--- src/hw/rtl/tmfo_pkg.sv ---
// Package for the trading-minutes-from-open block: field widths, register
// indexes, session reset values and the control struct.
// No dependencies; compile first.
package tmfo_pkg;

  localparam int MIN_W   = 11;   // minute of day and result fields
  localparam int POS_W   = 12;   // linearised minute, session start or end
  localparam int SESS_W  = 24;   // packed start and end
  localparam int DATA_W  = 32;
  localparam int ADDR_W  = 5;    // six registers at 4-byte stride
  localparam int CNT_REG_W = 3;

  localparam logic [POS_W-1:0] DAY_MINUTES = POS_W'(24 * 60);
  localparam logic [POS_W:0]   PRE_OPEN    = (POS_W + 1)'(5);
  localparam logic [MIN_W-1:0] RESULT_CAP  = MIN_W'(24 * 60);

  // Default A-share sessions
  localparam logic [POS_W-1:0] AM_OPEN  = POS_W'(9 * 60 + 30);
  localparam logic [POS_W-1:0] AM_CLOSE = POS_W'(11 * 60 + 30);
  localparam logic [POS_W-1:0] PM_OPEN  = POS_W'(13 * 60);
  localparam logic [POS_W-1:0] PM_CLOSE = POS_W'(15 * 60);

  localparam logic [SESS_W-1:0] SESSION_0_RESET = {AM_OPEN, AM_CLOSE};
  localparam logic [SESS_W-1:0] SESSION_1_RESET = {PM_OPEN, PM_CLOSE};

  localparam logic              ENABLE_RESET        = 1'b1;
  localparam logic [CNT_REG_W-1:0] SESSION_COUNT_RESET = CNT_REG_W'(2);

  typedef enum logic [2:0] {
    REG_ENABLE        = 3'd0,
    REG_SESSION_COUNT = 3'd1,
    REG_SESSION_0     = 3'd2,
    REG_SESSION_1     = 3'd3,
    REG_SESSION_2     = 3'd4,
    REG_SESSION_3     = 3'd5
  } tmfo_reg_t;

  typedef struct packed {
    logic                 enable;
    logic [CNT_REG_W-1:0] session_count;
  } tmfo_ctrl_t;

  function automatic logic [SESS_W-1:0] session_reset(input int slot);
    logic [SESS_W-1:0] v;
    v = '0;
    if (slot == 0) v = SESSION_0_RESET;
    if (slot == 1) v = SESSION_1_RESET;
    return v;
  endfunction

endpackage

--- src/hw/rtl/tmfo_if.sv ---
// Stream interfaces for bar minutes in and results out.
// Depends on tmfo_pkg.
interface tmfo_in_if;
  import tmfo_pkg::*;
  logic             valid;
  logic             ready;
  logic [MIN_W-1:0] clock_minute;
  modport source (output valid, output clock_minute, input ready);
  modport sink   (input valid, input clock_minute, output ready);
endinterface

interface tmfo_out_if;
  import tmfo_pkg::*;
  logic             valid;
  logic             ready;
  logic [MIN_W-1:0] elapsed_minutes;
  logic [MIN_W-1:0] total_minutes;
  logic             result_valid;
  modport source (output valid, output elapsed_minutes, output total_minutes,
                  output result_valid, input ready);
  modport sink   (input valid, input elapsed_minutes, input total_minutes,
                  input result_valid, output ready);
endinterface

--- src/hw/rtl/tmfo_regs.sv ---
// APB-style register file: enable, session count and packed sessions.
// Depends on tmfo_pkg.
module tmfo_regs #(
  parameter int MAX_SESSIONS = 4
) (
  input  logic                          clk,
  input  logic                          rst,
  input  logic                          psel,
  input  logic                          penable,
  input  logic                          pwrite,
  input  logic [tmfo_pkg::ADDR_W-1:0]   paddr,
  input  logic [tmfo_pkg::DATA_W-1:0]   pwdata,
  output logic [tmfo_pkg::DATA_W-1:0]   prdata,
  output logic                          pready,
  output tmfo_pkg::tmfo_ctrl_t          ctrl,
  output logic [MAX_SESSIONS-1:0][tmfo_pkg::POS_W-1:0] sess_start,
  output logic [MAX_SESSIONS-1:0][tmfo_pkg::POS_W-1:0] sess_end
);
  import tmfo_pkg::*;

  logic                              enable;
  logic [CNT_REG_W-1:0]              session_count;
  logic [MAX_SESSIONS-1:0][SESS_W-1:0] session;

  tmfo_reg_t reg_idx;
  logic      wr;
  logic [2:0] slot;

  assign reg_idx = tmfo_reg_t'(paddr[ADDR_W-1:2]);
  assign wr      = psel && penable && pwrite && pready;
  assign slot    = 3'(paddr[ADDR_W-1:2] - REG_SESSION_0);
  assign pready  = 1'b1;

  always_ff @(posedge clk) begin
    if (rst) begin
      enable        <= ENABLE_RESET;
      session_count <= SESSION_COUNT_RESET;
      for (int k = 0; k < MAX_SESSIONS; k++) session[k] <= session_reset(k);
    end else if (wr) begin
      unique case (reg_idx)
        REG_ENABLE:        enable        <= pwdata[0];
        REG_SESSION_COUNT: session_count <= pwdata[CNT_REG_W-1:0];
        REG_SESSION_0, REG_SESSION_1, REG_SESSION_2, REG_SESSION_3: begin
          for (int k = 0; k < MAX_SESSIONS; k++) begin
            if (int'(slot) == k) session[k] <= pwdata[SESS_W-1:0];
          end
        end
        default: ;
      endcase
    end
  end

  always_comb begin
    prdata = '0;
    unique case (reg_idx)
      REG_ENABLE:        prdata = DATA_W'(enable);
      REG_SESSION_COUNT: prdata = DATA_W'(session_count);
      REG_SESSION_0, REG_SESSION_1, REG_SESSION_2, REG_SESSION_3: begin
        for (int k = 0; k < MAX_SESSIONS; k++) begin
          if (int'(slot) == k) prdata = DATA_W'(session[k]);
        end
      end
      default: prdata = '0;
    endcase
  end

  assign ctrl.enable        = enable;
  assign ctrl.session_count = session_count;

  always_comb begin
    for (int k = 0; k < MAX_SESSIONS; k++) begin
      sess_start[k] = session[k][SESS_W-1:POS_W];
      sess_end[k]   = session[k][POS_W-1:0];
    end
  end

endmodule

--- src/hw/rtl/tmfo_calc.sv ---
// Combinational mapping of one minute of day to elapsed and total
// trading minutes. Depends on tmfo_pkg.
module tmfo_calc #(
  parameter int MAX_SESSIONS = 4
) (
  input  tmfo_pkg::tmfo_ctrl_t                         ctrl,
  input  logic [MAX_SESSIONS-1:0][tmfo_pkg::POS_W-1:0] sess_start,
  input  logic [MAX_SESSIONS-1:0][tmfo_pkg::POS_W-1:0] sess_end,
  input  logic [tmfo_pkg::MIN_W-1:0]                   clock_minute,
  output logic [tmfo_pkg::MIN_W-1:0]                   elapsed_minutes,
  output logic [tmfo_pkg::MIN_W-1:0]                   total_minutes,
  output logic                                         result_valid
);
  import tmfo_pkg::*;

  localparam int CNT_W = $clog2(MAX_SESSIONS + 1);
  localparam int IDX_W = (MAX_SESSIONS > 1) ? $clog2(MAX_SESSIONS) : 1;
  localparam int ACC_W = POS_W + CNT_W + 1;

  logic [CNT_W-1:0] n_use;
  logic [IDX_W-1:0] last_idx;
  logic [POS_W-1:0] last_end;
  logic             wrap;
  logic [POS_W-1:0] lin;
  logic [MAX_SESSIONS-1:0][POS_W-1:0] span;
  logic [MAX_SESSIONS:0][ACC_W-1:0]   prefix;
  logic [ACC_W-1:0] result;
  logic [ACC_W-1:0] total;

  // Clamp the session count into 1..MAX_SESSIONS
  always_comb begin
    if (ctrl.session_count == '0) begin
      n_use = CNT_W'(1);
    end else if (int'(ctrl.session_count) > MAX_SESSIONS) begin
      n_use = CNT_W'(MAX_SESSIONS);
    end else begin
      n_use = CNT_W'(ctrl.session_count);
    end
  end

  assign last_idx = IDX_W'(n_use - CNT_W'(1));
  assign last_end = sess_end[last_idx];

  // Move the after-midnight tail of the last session up by a day
  assign wrap = (last_end > DAY_MINUTES) &&
                ({1'b0, clock_minute} <= (last_end - DAY_MINUTES));
  assign lin  = {1'b0, clock_minute} + (wrap ? DAY_MINUTES : '0);

  always_comb begin
    prefix[0] = '0;
    for (int k = 0; k < MAX_SESSIONS; k++) begin
      span[k] = (sess_end[k] > sess_start[k]) ? sess_end[k] - sess_start[k] : '0;
      prefix[k+1] = prefix[k] +
                    ((k < int'(n_use)) ? ACC_W'(span[k]) : '0);
    end
  end

  assign total = prefix[MAX_SESSIONS];

  // First active session that the minute has not passed sets the count;
  // walk downward so the lowest index wins
  always_comb begin
    result = total;
    for (int k = MAX_SESSIONS - 1; k >= 0; k--) begin
      if ((k < int'(n_use)) && !((lin >= sess_start[k]) && (lin >= sess_end[k]))) begin
        if (lin >= sess_start[k]) begin
          result = prefix[k] + ACC_W'(lin - sess_start[k]) + ACC_W'(1);
        end else begin
          result = prefix[k];
        end
      end
    end
    if (({1'b0, lin} + PRE_OPEN) < {1'b0, sess_start[0]}) begin
      result = '0;
    end else if (lin <= sess_start[0]) begin
      result = ACC_W'(1);
    end
  end

  always_comb begin
    if (ctrl.enable) begin
      elapsed_minutes = (result > ACC_W'(RESULT_CAP)) ? RESULT_CAP : result[MIN_W-1:0];
      total_minutes   = (total > ACC_W'(RESULT_CAP)) ? RESULT_CAP : total[MIN_W-1:0];
      result_valid    = 1'b1;
    end else begin
      elapsed_minutes = '0;
      total_minutes   = '0;
      result_valid    = 1'b0;
    end
  end

endmodule

--- src/hw/rtl/trading_minutes_from_open_unit.sv ---
// Top level of the trading-minutes-from-open block: input register,
// session mapping and result register. Depends on tmfo_pkg, tmfo_if,
// tmfo_regs and tmfo_calc.
//
// Each bar transaction carries a minute of the day; the matching result
// transaction gives the one-based count of trading minutes since the first
// session opened, the total session length and a flag that is low when the
// block is disabled. The block takes one transaction per clock while the
// downstream side is not stalling: the input register captures the minute
// on acceptance, and the session compares and prefix sums on that minute
// feed the result register. Both registers hold while the
// downstream side stalls, so the input keeps accepting until both stages
// are full. Sessions are written through the APB-style port as
// start*4096+end in linearised minutes and may run past midnight; checking
// that the list is well ordered is left to software. Write the registers
// only while no transaction is in flight.
module trading_minutes_from_open_unit #(
  parameter int MAX_SESSIONS = 4
) (
  input  logic                        clk,
  input  logic                        rst,
  input  logic                        psel,
  input  logic                        penable,
  input  logic                        pwrite,
  input  logic [tmfo_pkg::ADDR_W-1:0] paddr,
  input  logic [tmfo_pkg::DATA_W-1:0] pwdata,
  output logic [tmfo_pkg::DATA_W-1:0] prdata,
  output logic                        pready,
  tmfo_in_if.sink                     bar,
  tmfo_out_if.source                  result
);
  import tmfo_pkg::*;

  tmfo_ctrl_t ctrl;
  logic [MAX_SESSIONS-1:0][POS_W-1:0] sess_start;
  logic [MAX_SESSIONS-1:0][POS_W-1:0] sess_end;

  // Input stage
  logic             s1_valid;
  logic [MIN_W-1:0] s1_minute;

  // Result stage
  logic             out_valid;
  logic [MIN_W-1:0] out_elapsed;
  logic [MIN_W-1:0] out_total;
  logic             out_flag;

  logic [MIN_W-1:0] calc_elapsed;
  logic [MIN_W-1:0] calc_total;
  logic             calc_flag;

  logic s2_free;

  tmfo_regs #(.MAX_SESSIONS(MAX_SESSIONS)) u_regs (
    .clk        (clk),
    .rst        (rst),
    .psel       (psel),
    .penable    (penable),
    .pwrite     (pwrite),
    .paddr      (paddr),
    .pwdata     (pwdata),
    .prdata     (prdata),
    .pready     (pready),
    .ctrl       (ctrl),
    .sess_start (sess_start),
    .sess_end   (sess_end)
  );

  tmfo_calc #(.MAX_SESSIONS(MAX_SESSIONS)) u_calc (
    .ctrl            (ctrl),
    .sess_start      (sess_start),
    .sess_end        (sess_end),
    .clock_minute    (s1_minute),
    .elapsed_minutes (calc_elapsed),
    .total_minutes   (calc_total),
    .result_valid    (calc_flag)
  );

  // The result register frees when empty or when its transaction is taken;
  // the input register frees when empty or when it can advance.
  assign s2_free   = !out_valid || result.ready;
  assign bar.ready = !s1_valid || s2_free;

  always_ff @(posedge clk) begin
    if (rst) begin
      s1_valid  <= 1'b0;
      out_valid <= 1'b0;
    end else begin
      if (bar.ready) s1_valid <= bar.valid;
      if (s2_free)   out_valid <= s1_valid;
    end
  end

  // Payload registers: capture on acceptance, hold otherwise
  always_ff @(posedge clk) begin
    if (bar.valid && bar.ready) s1_minute <= bar.clock_minute;
    if (s1_valid && s2_free) begin
      out_elapsed <= calc_elapsed;
      out_total   <= calc_total;
      out_flag    <= calc_flag;
    end
  end

  assign result.valid           = out_valid;
  assign result.elapsed_minutes = out_elapsed;
  assign result.total_minutes   = out_total;
  assign result.result_valid    = out_flag;

endmodule

--- src/flat_wrapper.sv ---
// flat-port wrapper written by rule: the top's interface ports become plain ports
module trading_minutes_from_open_unit_flat import tmfo_pkg::*;
#(
  parameter int MAX_SESSIONS = 4
)
  (clk, rst, psel, penable, pwrite, paddr, pwdata, prdata, pready, bar_valid, bar_clock_minute, bar_ready, result_valid, result_elapsed_minutes, result_total_minutes, result_result_valid, result_ready);
  tmfo_in_if bar_i ();
  tmfo_out_if result_i ();
  input  logic clk;
  input  logic rst;
  input  logic psel;
  input  logic penable;
  input  logic pwrite;
  input  logic [tmfo_pkg::ADDR_W-1:0] paddr;
  input  logic [tmfo_pkg::DATA_W-1:0] pwdata;
  output logic [tmfo_pkg::DATA_W-1:0] prdata;
  output logic pready;
  input wire logic [$bits(bar_i.valid)-1:0] bar_valid;
  input wire logic [$bits(bar_i.clock_minute)-1:0] bar_clock_minute;
  output wire logic [$bits(bar_i.ready)-1:0] bar_ready;
  output wire logic [$bits(result_i.valid)-1:0] result_valid;
  output wire logic [$bits(result_i.elapsed_minutes)-1:0] result_elapsed_minutes;
  output wire logic [$bits(result_i.total_minutes)-1:0] result_total_minutes;
  output wire logic [$bits(result_i.result_valid)-1:0] result_result_valid;
  input wire logic [$bits(result_i.ready)-1:0] result_ready;
  assign bar_i.valid = bar_valid;
  assign bar_i.clock_minute = bar_clock_minute;
  assign bar_ready = bar_i.ready;
  assign result_valid = result_i.valid;
  assign result_elapsed_minutes = result_i.elapsed_minutes;
  assign result_total_minutes = result_i.total_minutes;
  assign result_result_valid = result_i.result_valid;
  assign result_i.ready = result_ready;
  trading_minutes_from_open_unit #(.MAX_SESSIONS(MAX_SESSIONS)) u_core (.clk(clk), .rst(rst), .psel(psel), .penable(penable), .pwrite(pwrite), .paddr(paddr), .pwdata(pwdata), .prdata(prdata), .pready(pready), .bar(bar_i), .result(result_i));
endmodule
--- config.mk ---
export PLATFORM = sky130hd
export DESIGN_NAME = trading_minutes_from_open_unit_flat
export DESIGN_NICKNAME = d
export VERILOG_FILES = /design/src/hw/rtl/tmfo_pkg.sv /design/src/hw/rtl/tmfo_if.sv /design/src/hw/rtl/tmfo_regs.sv /design/src/hw/rtl/tmfo_calc.sv /design/src/hw/rtl/trading_minutes_from_open_unit.sv /design/src/flat_wrapper.sv
export SDC_FILE = /design/constraint.sdc
export NUM_CORES = 1
export LEC_CHECK = 0
export CAP_MARGIN = 20
export CORE_ASPECT_RATIO = 1.1
export CORE_MARGIN = 1
export CORE_UTILIZATION = 25
export DETAILED_ROUTE_END_ITERATION = 16
export DONT_BUFFER_PORTS = 1
export PLACE_DENSITY = 0.46
export SLEW_MARGIN = 25
export SYNTH_ARGS = -nofsm -noshare
export SYNTH_HDL_FRONTEND = slang
export SYNTH_SLANG_ARGS = --single-unit
--- constraint.sdc ---
create_clock -name clk -period 8.15 [get_ports clk]
set_clock_uncertainty 0.05 [all_clocks]
set_input_delay 0.815 -clock clk [delete_from_list [all_inputs] [get_ports clk]]
set_output_delay 0.815 -clock clk [all_outputs]
set_load 0.02 [all_outputs]
Word level (Yosys, flattened, before mapping)
Cells that the tools add are included.
Storage, ports and cells
  output and inout bits: 58
  word-level logic and storage cells: 134
  flip-flop bits (word level): 136
Cells by class
  equal/unequal tests: 8
  muxes and demuxes: 31
  add/sub/neg operators: 23
  bitwise operators: 1
  reduce and logical (&&, ||, !) cells: 33
  $lt $le $gt $ge: 24
Operators by type and width (number)
  16-bit 2-to-1 mux: 10
  12-bit 2-to-1 mux: 9
  12-bit greater-or-equal comparator: 8
  32-bit 2-to-1 mux: 3
  32-bit case mux with 3 select lines: 1
  12-bit by 12-bit subtractor with 13-bit output: 4
  12-bit > comparator: 4
  12-bit subtractor: 4
  11-bit 2-to-1 mux: 3
  12-bit binary-select mux with 2-bit select: 1
  24-bit 2-to-1 mux: 1
  15-bit by 13-bit adder with 16-bit output: 1
  15-bit by 2-bit adder with 16-bit output, second input constant: 1
  16-bit by 1-bit adder with 16-bit output, second input constant: 1
  16-bit by 11-bit > comparator with 1-bit output, second input constant: 1
  14-bit by 12-bit adder with 15-bit output: 1
  14-bit by 13-bit adder with 15-bit output: 1
  14-bit by 2-bit adder with 15-bit output, second input constant: 1
  15-bit by 11-bit > comparator with 1-bit output, second input constant: 1
  13-bit by 12-bit adder with 14-bit output: 1
  13-bit by 13-bit adder with 14-bit output: 1
  13-bit by 2-bit adder with 14-bit output, second input constant: 1
  12-bit by 12-bit adder with 13-bit output: 1
  12-bit by 3-bit adder with 13-bit output, second input constant: 1
  26 further kinds: 59

Longest topological paths before layout
  depth after elaboration: 23
  gate-level depth with buffers: 41

Hierarchy
Synthesis repeated with hierarchy kept, for this count alone.
Second synthesis, totals
  cell total of the unflattened synthesis: 2268
  area, all modules: 18026.0 sq um
By module, submodules not included
  tmfo_calc: times used 1, area each 11966.5 sq um, cells each 1698, sequential area each 0.0 sq um
  tmfo_regs: times used 1, area each 4934.7 sq um, cells each 526, sequential area each 2001.9 sq um
  trading_minutes_from_open_unit: times used 1, area each 1124.8 sq um, cells each 44, sequential area each 1061.0 sq um

Least setup slack after synthesis
Ideal clock, no wire load.
  path type: reg2reg
  start point: reg u_core.u_regs.session (netlist bit u_core.u_regs.sess_end[12])
  end point: reg u_core.out_elapsed[6], in the netlist u_core.result.elapsed_minutes[6] (data pin)
  buffers on the path: 1
  stages on the path, launching flop included: 40
  setup time: 0.132 ns
  data required time: 7.968 ns
  arrival time: 7.664 ns
  setup slack: 0.304 ns
  cell sequence: dfxtp_1 -> inv_1 -> ha_1 -> inv_1 -> fa_1 -> a21oi_1 -> nor2_1 -> nor2_1 -> o21ai_0 -> a21oi_1 -> o21bai_1 -> a21oi_1 -> o21bai_1 -> a21oi_1 -> or3_1 -> clkbuf_1 -> nor2_1 -> ha_1 -> [4 not listed] -> xnor2_1 -> ha_1 -> or3_1 -> or2_1 -> a31oi_1 -> xnor2_1 -> ha_1 -> a21o_1 -> a21oi_1 -> nand4_1 -> a31o_2 -> xor2_1 -> a221oi_1 -> a21oi_1 -> a2111oi_0 -> a31oi_1 -> a2111oi_4 -> and2_1
On the way
  cells in the longest elaborated chain, start to end: 19
RTL lines
  start, declared: RTL line tmfo_regs.sv:23  | logic [MAX_SESSIONS-1:0][SESS_W-1:0] session;
  12-bit binary-select mux with 2-bit select: RTL line tmfo_calc.sv:42  | assign last_end = sess_end[last_idx];
  12-bit 2-to-1 mux (not written as such): RTL line tmfo_calc.sv:42
  12-bit by 11-bit subtractor with 12-bit output: RTL line tmfo_calc.sv:46  | ({1'b0, clock_minute} <= (last_end - DAY_MINUTES));
  11-bit by 12-bit <= comparator with 1-bit output: RTL line tmfo_calc.sv:46
  1-bit logical AND: RTL line tmfo_calc.sv:45  | assign wrap = (last_end > DAY_MINUTES) &&
  11-bit 2-to-1 mux: RTL line tmfo_calc.sv:47  | assign lin = {1'b0, clock_minute} + (wrap ? DAY_MINUTES : '0);
  11-bit by 11-bit adder with 12-bit output: RTL line tmfo_calc.sv:47
  12-bit by 12-bit subtractor with 13-bit output (tied with other cells): RTL line tmfo_calc.sv:67  | result = prefix[k] + ACC_W'(lin - sess_start[k]) + ACC_W'(1);
  15-bit by 13-bit adder with 16-bit output or 1-bit logical AND (tied branches): RTL line tmfo_calc.sv:67, tmfo_calc.sv:65
  16-bit by 1-bit adder with 16-bit output or 1-bit logical NOT (tied branches): RTL line tmfo_calc.sv:67, tmfo_calc.sv:65
  16-bit 2-to-1 mux or 1-bit logical AND (tied branches): RTL line tmfo_calc.sv:66, tmfo_calc.sv:65
  16-bit 2-to-1 mux (4 in series): RTL line tmfo_calc.sv:65  | if ((k < int'(n_use)) && !((lin >= sess_start[k]) && (lin >= sess_end[k]))) begin
  16-bit 2-to-1 mux: RTL line tmfo_calc.sv:75  | end else if (lin <= sess_start[0]) begin
  16-bit 2-to-1 mux (*): RTL line tmfo_calc.sv:73  | if (({1'b0, lin} + PRE_OPEN) < {1'b0, sess_start[0]}) begin
  16-bit by 11-bit > comparator with 1-bit output: RTL line tmfo_calc.sv:82  | elapsed_minutes = (result > ACC_W'(RESULT_CAP)) ? RESULT_CAP : result[MIN_W-1:0];
  2-bit OR reduction (no line)
  end signal, assigned: RTL line trading_minutes_from_open_unit.sv:98  | out_elapsed <= calc_elapsed;
  end, declared: RTL line trading_minutes_from_open_unit.sv:44  | logic [MIN_W-1:0] out_elapsed;
Mark *: on every way between the ends. The rest lies on a longest branch, timed or not. The select of a mux whose other input is x is not followed.
A chain may end at the register's enable or synchronous reset.

Worst setup path in the final report
  start point: reg u_core.u_regs.session_count[0]
  end point: reg u_core.out_elapsed[4], in the netlist u_core.result.elapsed_minutes[4] (data pin)
On the way
  cells in the longest elaborated chain, start to end: 23
RTL lines
  start, declared: RTL line tmfo_regs.sv:22  | logic [CNT_REG_W-1:0] session_count;
  start signal, assigned: RTL line tmfo_regs.sv:42  | REG_SESSION_COUNT: session_count <= pwdata[CNT_REG_W-1:0];
  3-bit > comparator: RTL line tmfo_calc.sv:34  | end else if (int'(ctrl.session_count) > MAX_SESSIONS) begin
  3-bit 2-to-1 mux: RTL line tmfo_calc.sv:34
  3-bit 2-to-1 mux (*): RTL line tmfo_calc.sv:32  | if (ctrl.session_count == '0) begin
  2-bit by 1-bit subtractor with 2-bit output: RTL line tmfo_calc.sv:41  | assign last_idx = IDX_W'(n_use - CNT_W'(1));
  12-bit binary-select mux with 2-bit select: RTL line tmfo_calc.sv:42
  12-bit 2-to-1 mux (not written as such): RTL line tmfo_calc.sv:42
  12-bit by 11-bit subtractor with 12-bit output: RTL line tmfo_calc.sv:46
  11-bit by 12-bit <= comparator with 1-bit output: RTL line tmfo_calc.sv:46
  [4 not listed]
  15-bit by 13-bit adder with 16-bit output or 1-bit logical AND (tied branches): RTL line tmfo_calc.sv:67, tmfo_calc.sv:65
  16-bit by 1-bit adder with 16-bit output or 1-bit logical NOT (tied branches): RTL line tmfo_calc.sv:67, tmfo_calc.sv:65
  16-bit 2-to-1 mux or 1-bit logical AND (tied branches): RTL line tmfo_calc.sv:66, tmfo_calc.sv:65
  16-bit 2-to-1 mux (4 in series): RTL line tmfo_calc.sv:65
  16-bit 2-to-1 mux: RTL line tmfo_calc.sv:75
  16-bit 2-to-1 mux (*): RTL line tmfo_calc.sv:73
  16-bit by 11-bit > comparator with 1-bit output: RTL line tmfo_calc.sv:82
  2-bit OR reduction (no line)
Marks and branches as above.

==> flow_summary.yaml <==
clocking:
  ctsHoldBuffers: 0
  clk_path_buf_depth: 2
  cts_made_buffers: 17
  clk_latency_ns: 0.49
  cts_tree: "yes"
  root_buffer: "clkbuf_16"
  cts.reportedPaths.clkPinSlew_ns: 0.07
  clock_sinks: 136
  htreeDepth: 4
critical_path:
  path_class: "reg2reg"
  crit_path_end_kind: "flop"
  cp_max_fo: 9
  start_kind: "flop"
  cpMaxStageDelayCell: "a311oi_1"
  worstPathRequired_ns: 8.34
  crit_top_cell: "ha_1"
  crit_start: "u_core.u_regs.session_count[0]"
  slowest_delay_ns: 0.52
  reg2reg_from: "u_core.u_regs.session_count[0]"
  cp_data_arrival_time_ns: 8.12
yosys:
  syn-cell-area_um2: 17800
  synth_top_cell_by_area: "ha_1"
  ys_seq_area_frac: 0.172
  syn_avg_cell_area_um2: 7.72
  synth_edf_count: 34
  synth-async-reset-ratio: 0
  ys.flop_type: "dfxtp_1"
  yosys_warnings: 0
  synth_area_leaders: "ha_1 18%, dfxtp_1 11%, a21oi_1 6.2%, edfxtp_1 5.7%, nand2_1 5.0%"
  synth.distinct_cells: 94
  syn_inst: 2304
  yosys-top-cells-count: "249 x ha_1, 237 x nand2_1, 221 x a21oi_1"
  yosysMostFrequentCell: "ha_1"
  synthDominantCellAreaShare: 0.175
  synth_seq_cells: 136
die:
  start_util: 0.252
  core_um2: 70400
  die_area_um2: 72200
  io-pin-count: 113
  rows: 102
  fp.dieW_um: 256
  die_y_um: 282
cells_and_area:
  syn2layout_area_growth_pct: 22.4
  layout.nets: 2834
  drive_above_1_share: 0.178
  diodes: 0
  layout.cells.non_filler: 3464
  fillCellCount: 7661
  fin_area_um2: 21800
placed_design:
  dp.cells: 3421
  port_buffers: 0
  hpwlAfterDp_mm: 64.8
  dp_slack_ns: -0.296
  place.gp.congestion: 0.936
  postPlaceCellArea_um2: 20600
global_routing:
  grt_pass1_wl_mm: 114
  grt_pass1_vias: 17500
  grt-busiest-layer: "met2"
  grt_max_degree: 103
  grt_usage: 0.214
  antenna_found_initial: 2
  use_met3: 0.0402
  gr-usage-met2: 0.352
  grtUsageMet1: 0.262
  grt_overflow_total: 0
timing:
  setup_violations: 0
  final.setup.worst_slack_ns: 0.223
  max_slew.worst_pin.slew_ns: 0.926
  whs_ns: 0.341
  fin_crit_sh: 0.973
  relSlewSlack: 0.381
  min_period_ns: 7.93
  hold_viol: 0
  final_max_slew_viol_count: 0
  fin_tns_setup_ns: 0
  fmax_ghz: 0.126
pwr:
  ir_drop_mv: 0.189
  leakage_nw: 8.95
  powerDensity_nw_per_um2: 159
detailed_routing:
  drt_pre_antenna_iters: 5
  via_count: 18400
  drt_iter0_markers: 1340
  antenna_left: 0
  via_per_inst: 5.32
  wl_per_cell_um: 22.9
  routed_wirelength_mm: 79.2
  drc: 0
run_status:
  status: "complete, no violations"
run:
  maxCapViolCount: 0
hold_path:
  hold_start: "rst"
  holdCritPathClass: "in2reg"
==> per-stage QoR <==
stage / utilization / total power [mW]
floorplan: - / 1.85
global placement: 0.292 / 2.47
detailed placement: 0.292 / 2.49
CTS: 0.302 / 3.37
global route: 0.309 / 3.65
finish: 0.309 / 3.45
==> repair_timing <==
action / 4_1_cts / 5_1_grt
buffers inserted: 0 / 12
endpoints found under the hold margin: 0 / 0
resized for setup: 24 / 84
setup endpoints to repair: 11 / 16
pin swaps: 1 / 48
==> flip-flops by register name, summed over array words and instances, names as in the netlist <==
signal and flops:
u_core.u_regs.sess_end 48, u_core.u_regs.sess_start 48, u_core.result.elapsed_minutes 11, u_core.result.total_minutes 11, u_core.s1_minute 11, u_core.u_regs.session_count 3
u_core.result.result_valid 1, u_core.result.valid 1, u_core.s1_valid 1, u_core.u_regs.enable 1
==> layout by cell type (no fill, tap or decap), types with 24 or more instances in the layout <==
cell      instances
nor3_1           50
a211oi_1         28
o21a_1           49
buf_4           261
nand2_1         237
xnor2_1          75
xor2_1           39
nand2b_1         25
o21ai_0         104
a21oi_1         206
ha_1            238
nand3_1          41
dfxtp_1         102
edfxtp_1         34
nor2b_1          60
inv_1           176
nor2_1          175
a21o_1           52
mux4_2           24
a211o_1          27
nand4_1          28
==> worst paths after layout <==
| check | slack (ns) | cells past startpoint | endpoint |
|---|---|---|---|
| setup / recovery | 0.22 | 32 | u_core.result.elapsed_minutes[4] |
| hold / removal | 0.34 | 1 | u_core.u_regs.sess_end[16] |
| setup reg to reg | 0.22 | 32 | u_core.result.elapsed_minutes[4] |
| hold reg to reg | 0.42 | 2 | u_core.u_regs.sess_start[22] |
==> power by group <==
group          internal, mW  leakage [nW]  switching (mW)
clock                 0.467         0.297           0.379
sequential            0.724          1.15          0.0351
combinational         0.818          7.51            1.03
total                  2.01          8.95            1.44
==> worst max-delay path: cells and delay by family, from the launching register on <==
| kind | cells | cell delay, ns |
|---|---|---|
| buffers and inverters | 2 | 0.34 |
| xor gates and xnor gates | 1 | 0.12 |
| muxes | 2 | 0.61 |
| AOI/OAI and AO/OA | 13 | 3.41 |
| adders and majority gates | 4 | 0.90 |
| DFF | 1 | 0.42 |
| and+or+nand+nor | 10 | 1.82 |
==> logic make-up (layout without fill, tap and decap cells) <==
family / Yosys count / count (layout) / share of synthesized area
AND/OR/NAND/NOR: 760 / 760 / 0.207
flip-flops: 136 / 136 / 0.172
XOR/XNOR: 121 / 121 / 0.0596
multiplexers: 48 / 48 / 0.0443
AO/OA/AOI/OAI: 715 / 715 / 0.268
buffers and inverters: 259 / 476 / 0.0579
adder cells (fa/ha/maj): 263 / 263 / 0.191
other: 2 / 9 / 0.000422
==> routing by layer <==
layer | wire (um) | vias to the layer above
met2 | 36100 | 605
li1 | - | 8873
met3 | 4650 | 161
met5 | 27 | -
met4 | 4580 | 4
met1 | 33800 | 8772
==> layout make-up <==
cell class | instances | area [um2] | area share
clock buffer | 18 | 439 | 0.0202
sequential | 136 | 3060 | 0.141
inverter | 179 | 672 | 0.0309
clock inverter | 13 | 160 | 0.00736
timing repair buffer | 266 | 2030 | 0.0934
tap | 936 | 1170 | 0.0538
multi-input combinational | 1916 | 14200 | 0.654
No activity file was read; power rests on OpenSTA's default activity.
